<file path="src/rtl/core/afu_pkg.sv">
// Shared types, constants and lookup functions of the activation function unit.
// Used by afu_div, activation_function_unit_top and afu_checker; no dependencies.
package afu_pkg;

    localparam int DATA_W    = 16;
    localparam int FRAC_W    = 8;
    localparam int CFG_IDX_W = 8;
    localparam int EXP_W     = 17;
    localparam int QUO_W     = 17;
    localparam int NUM_W     = 33;
    localparam int DEN_W     = 18;

    typedef enum logic [2:0] {
        MODE_SIGMOID  = 3'd0,
        MODE_RELU     = 3'd1,
        MODE_TANH     = 3'd2,
        MODE_PASS     = 3'd3,
        MODE_ELU      = 3'd4,
        MODE_IDENTITY = 3'd5,
        MODE_SWISH    = 3'd6
    } act_mode_t;

    typedef enum logic [CFG_IDX_W-1:0] {
        REG_ACT_MODE = 8'd0,
        REG_ELU_COEF = 8'd1,
        REG_ALPHA    = 8'd2,
        REG_BETA     = 8'd3
    } reg_index_t;

    typedef struct packed {
        logic signed [DATA_W-1:0] sample;
        logic signed [DATA_W-1:0] prior;
        logic                     last;
        logic [EXP_W-1:0]         expv;
    } side_t;

    function automatic logic [16:0] exp_int_lut(input logic [3:0] n);
        logic [16:0] r;
        case (n)
            4'd0:    r = 17'd65536;
            4'd1:    r = 17'd24109;
            4'd2:    r = 17'd8869;
            4'd3:    r = 17'd3263;
            4'd4:    r = 17'd1200;
            4'd5:    r = 17'd442;
            4'd6:    r = 17'd162;
            4'd7:    r = 17'd60;
            4'd8:    r = 17'd22;
            4'd9:    r = 17'd8;
            4'd10:   r = 17'd3;
            4'd11:   r = 17'd1;
            default: r = 17'd0;
        endcase
        return r;
    endfunction

    function automatic logic [16:0] exp_frac_lut(input logic [3:0] i);
        logic [16:0] r;
        case (i)
            4'd0:    r = 17'd65536;
            4'd1:    r = 17'd61565;
            4'd2:    r = 17'd57835;
            4'd3:    r = 17'd54331;
            4'd4:    r = 17'd51040;
            4'd5:    r = 17'd47947;
            4'd6:    r = 17'd45042;
            4'd7:    r = 17'd42313;
            4'd8:    r = 17'd39750;
            4'd9:    r = 17'd37341;
            4'd10:   r = 17'd35079;
            4'd11:   r = 17'd32954;
            4'd12:   r = 17'd30957;
            4'd13:   r = 17'd29081;
            4'd14:   r = 17'd27319;
            default: r = 17'd25664;
        endcase
        return r;
    endfunction

    function automatic logic signed [17:0] round_q16(input logic signed [33:0] x);
        logic [33:0] mag;
        logic [17:0] m;
        mag = x[33] ? 34'(-x) : 34'(x);
        m   = 18'((mag + 34'd32768) >> 16);
        return x[33] ? -$signed(m) : $signed(m);
    endfunction

endpackage

</file>
<file path="src/rtl/core/afu_div.sv">
// Pipelined restoring divider: an operand register, then one quotient bit per register stage.
// Depends on afu_pkg for widths and the side-band payload type.
module afu_div (
    input  logic                        aclk,
    input  logic                        aresetn,
    input  logic                        en,
    input  logic                        in_valid,
    input  logic [afu_pkg::NUM_W-1:0]   num,
    input  logic [afu_pkg::DEN_W-1:0]   den,
    input  afu_pkg::side_t              in_side,
    output logic                        out_valid,
    output logic [afu_pkg::QUO_W-1:0]   quo,
    output afu_pkg::side_t              out_side
);
    localparam int NS = afu_pkg::QUO_W;
    localparam int RW = afu_pkg::DEN_W - 1;

    logic [NS:0]                      vld_reg;
    logic [RW-1:0]                    rem_reg  [0:NS];
    logic [NS-1:0]                    low_reg  [0:NS];
    logic [NS-1:0]                    q_reg    [0:NS];
    logic [afu_pkg::DEN_W-1:0]        den_reg  [0:NS];
    afu_pkg::side_t                   side_reg [0:NS];

    always_ff @(posedge aclk) begin
        if (!aresetn) begin
            vld_reg <= '0;
        end else if (en) begin
            vld_reg <= {vld_reg[NS-1:0], in_valid};
        end
    end

    always_ff @(posedge aclk) begin
        if (en) begin
            rem_reg[0]  <= RW'(num[afu_pkg::NUM_W-1:NS]);
            low_reg[0]  <= num[NS-1:0];
            q_reg[0]    <= '0;
            den_reg[0]  <= den;
            side_reg[0] <= in_side;
        end
    end

    for (genvar k = 1; k <= NS; k++) begin : g_stage
        logic [afu_pkg::DEN_W-1:0] trial;
        logic                      ge;
        assign trial = {rem_reg[k-1], low_reg[k-1][NS-1]};
        assign ge    = (trial >= den_reg[k-1]);
        always_ff @(posedge aclk) begin
            if (en) begin
                rem_reg[k]  <= ge ? RW'(trial - den_reg[k-1]) : RW'(trial);
                low_reg[k]  <= {low_reg[k-1][NS-2:0], 1'b0};
                q_reg[k]    <= {q_reg[k-1][NS-2:0], ge};
                den_reg[k]  <= den_reg[k-1];
                side_reg[k] <= side_reg[k-1];
            end
        end
    end

    assign out_valid = vld_reg[NS];
    assign quo       = q_reg[NS];
    assign out_side  = side_reg[NS];

endmodule

</file>
<file path="config.mk">
export PLATFORM = sky130hd
export DESIGN_NAME = afu_div
export DESIGN_NICKNAME = d
export VERILOG_FILES = /design/src/rtl/core/afu_pkg.sv /design/src/rtl/core/afu_div.sv
export SDC_FILE = /design/constraint.sdc
export NUM_CORES = 2
export LEC_CHECK = 0
export ABC_AREA = 0
export BUFFER_PORTS_ARGS = -buffer_cell sky130_fd_sc_hd__buf_2
export CORE_MARGIN = 3
export CORE_UTILIZATION = 50
export CTS_CLUSTER_SIZE = 10
export DETAILED_ROUTE_END_ITERATION = 16
export GPL_ROUTABILITY_DRIVEN = 0
export GPL_TIMING_DRIVEN = 0
export PLACE_DENSITY = 0.66
export SYNTH_ARGS = -nofsm -noshare
export SYNTH_HDL_FRONTEND = slang
export SYNTH_SLANG_ARGS = --single-unit
</file>
<file path="constraint.sdc">
create_clock -name aclk -period 9.4 [get_ports aclk]
set_input_delay 1.88 -clock aclk [delete_from_list [all_inputs] [get_ports aclk]]
set_output_delay 1.88 -clock aclk [all_outputs]
set_load 0.01 [all_outputs]
</file>
==> results by group <==
Pwr
  • Power per cell area: 284 nW/µm²
  • Maximum vdd drop: 0.184 mV
  • Pleak: just over 30 nW

STA
  • Worst-margin pin slew: about 1.0 ns
  • Clock Skews: 0.0609 ns
  • Min Tclk post-route: 6.09 ns
  • Setup WS post-layout: 3.31 ns
  • Final Max Slew Viols: 0
  • Setup tns final: 0 ns
  • RSZ-0062 raised after global routing: no
  • Final Hold Fails: 0
  • Setup violators final: 0
  • Max-slew headroom: 33.0%
  • Max Clk Rate: 164 MHz
  • Fin crit share: 64.8%

CTS
  • CTS root buffer: clkbuf_16
  • Post-CTS Setup Inserts: 0
  • CTS buffer count: 205
  • Clk sink count: around 1.8k
  • Worst-Skew Late Latency: 0.82 ns
  • Buffer depth of the longest clock path: 3
  • Worst-path clk slew: 0.05 ns
  • Post-CTS Resized: 0
  • H-tree depth: 4
  • Hold Buf Count CTS: 0
  • CTS tree: yes

Global routing
  • Number of global-route vias before repair: between 30k and 40k
  • Initial antenna violation count: 1
  • Pin count of the biggest net entering global routing: between 150 and 200
  • GRT overflow: 0
  • First-pass GRT wire length: between 150000 and 200000 µm
  • Total track usage: 14.4%

Flow run
  • Max-cap violations: 0

Floorplanning
  • Die H: 385 µm
  • Row cnt: 138
  • Die area: 148000 µm²
  • Initial Utilization: between 50 and 60%
  • Die W: roughly 390 µm
  • Top-Level Pins: approximately 170
  • Area of the core: 142000 µm²

Min path
  • Hold Startpoint: side_reg[11][42]$_DFFE_PP_
  • Hold Path Stages: 0
  • Worst hold endpoint: side_reg[12][42]$_DFFE_PP_
  • HP Class: register to register

Critical path
  • Reg2reg setup slack: roughly 5.4 ns
  • Max Fanout on Critical Path: 193
  • CP Launch Type: input port
  • CP Class: input port to register
  • Worst-case reg-to-reg path depth: 13
  • CP required: just under 10 ns
  • Worst setup startpoint: en
  • WP data arrival: between 6 and 7 ns
  • Reg2reg start: low_reg[10][16]$_DFFE_PP_
  • Reg-to-Reg End: rem_reg[11][12]$_DFFE_PP_
  • CP endpoint kind: register

Placement
  • Setup WS pre-CTS: 2.30 ns
  • Area post-placement: 75400 µm²
  • Dpl hpwl: 69000 µm
  • Port bufs: 172

Synthesis
  • Number of synthesized flops with an enable pin: 1800
  • Syn Inst Count: ~4.3k
  • Most used DFF post-synth: edfxtp_1
  • Yosys reg bits: around 1.8k
  • Syn_nets: 4732
  • Post-synthesis sequential area ratio: 75.7%
  • Ys Warns: 0
  • Syn Std Cell Area: 71900 µm²
  • Library cells used by synthesis: 89
  • Asr flop ratio synth: 0%
  • Avg Inst Size Synth: 16.7 µm²

Cells and area
  • Final core utilization: 57.1%
  • Area grow syn2layout: 12.9%
  • Final Cell Area: between 80000 and 90000 µm²
  • Max FFs per register: 900
  • Nets: slightly above 5k
  • Fillcell total: approximately 11k
  • Layout cells sized above 1: 12.4%
  • # diodes: 0

Routing
  • Antenna viol nets, final: 0
  • Initial DRC Count: 2225
  • Vias: 34.3k
  • DRC: 0
  • Wire length per cell: 15.9 µm
  • Final WL: roughly 110000 µm
  • DR pass1 iterations: 5
  • Via density per instance: 5.16

Outcome
  • Outcome: complete, no violations
[worst max-delay path, cell delays in order]
cell and delay, ns:
buf_12 0.38, buf_16 0.53, buf_16 0.59, buf_16 0.58, buf_16 0.51, buf_16 0.61, buf_16 0.62
[area by class of cell]
type,count,area [µm²],area share [%]
multi-input combinational,2073,15900,19.5
timing repair buffer,182,1150,1.42
tap,1890,2360,2.91
buffer,45,235,0.290
clock inverter,28,423,0.521
inverter,370,1390,1.71
sequential,1818,54400,67.0
clock buffer,245,5320,6.56
[cell usage in the layout (no fill, tap or decap), types with 7 or more instances in the layout]
cell and count:
a31oi_1 16, buf_16 10, mux2i_1 34, fa_1 16
nand2_1 162, o21ai_0 156, and3_1 11, ha_1 305
a211oi_1 20, clkinv_16 9, mux2_1 57, mux2_2 107
buf_2 188, xor2_1 87, a2111oi_0 7, nor2b_1 47
o31a_1 7, a21o_1 86, or3_1 13, o21bai_1 29
nor2_1 179, clkinv_1 10, o211ai_1 15, a21oi_1 240
nand3_1 34, edfxtp_1 1800, o21a_1 40, o21ai_1 21
nand2b_1 30, clkbuf_16 207, clkbuf_1 57, inv_1 370
nand4_1 39, o31ai_1 17, xnor2_1 126, dfxtp_1 18
and4_1 9, or2_2 10, a21oi_2 7, nor3_1 33
[report_power, final]
group | switching, mW | internal (mW)
clock | 2.88 | 3.98
combinational | 3.06 | 2.44
sequential | 0.436 | 10.3
total | 6.37 | 16.7
[routing by layer]
metal	track usage [%]	up-vias	routed length, µm
met3	3.01	264	3980
met5	0	-	0
met2	24.6	608	53000
met4	6.33	0	3780
li1	-	17000	-
met1	17.8	16500	45100
[worst max-delay path by stage]
stage / to / slack, ns / depth (start not counted)
2_1_floorplan: vld_reg[0]$_SDFFE_PN0P_ / 6.25 / 4
3_5_place_dp: side_reg[17][26]$_DFFE_PP_ / 2.30 / 7
6_report: side_reg[6][27]$_DFFE_PP_ / 3.31 / 7
4_1_cts: side_reg[4][32]$_DFFE_PP_ / 3.22 / 7
3_3_place_gp: side_reg[17][26]$_DFFE_PP_ / -21.61 / 1
5_1_grt: side_reg[14][22]$_DFFE_PP_ / 2.79 / 7
[cell families after synthesis]
| family | share of synthesized area, % |
|---|---|
| xor gates and xnor gates | 2.59 |
| and+or+nand+nor | 3.97 |
| adders and majority gates | 5.75 |
| muxes | 3.04 |
| AOI/OAI and AO/OA | 6.70 |
| DFF | 75.7 |
| buffers and inverters | 2.26 |
[Yosys cell counts (34+ instances only)]
cell type | count | area [µm²]
a21o_1 | 86 | 646
a21oi_1 | 240 | 1200
edfxtp_1 | 1800 | 54100
ha_1 | 305 | 3820
inv_1 | 370 | 1390
mux2_1 | 57 | 642
mux2_2 | 107 | 1200
mux2i_1 | 34 | 340
nand2_1 | 162 | 608
nand3_1 | 34 | 170
nand4_1 | 39 | 244
nor2_1 | 179 | 672
nor2b_1 | 47 | 294
o21a_1 | 40 | 300
o21ai_0 | 156 | 781
xnor2_1 | 126 | 1100
xor2_1 | 87 | 762
[per-stage QoR]
stage	power [mW]	hold slack [ns]	cells
after floorplan	14.9	0.400	4306
after global placement	16.6	0.400	6368
after detailed placement	16.3	0.405	6378
after CTS	23.3	0.377	6651
after global routing	24.4	0.386	6651
final	23.1	0.384	6651
(Power assumes the default switching activity.)
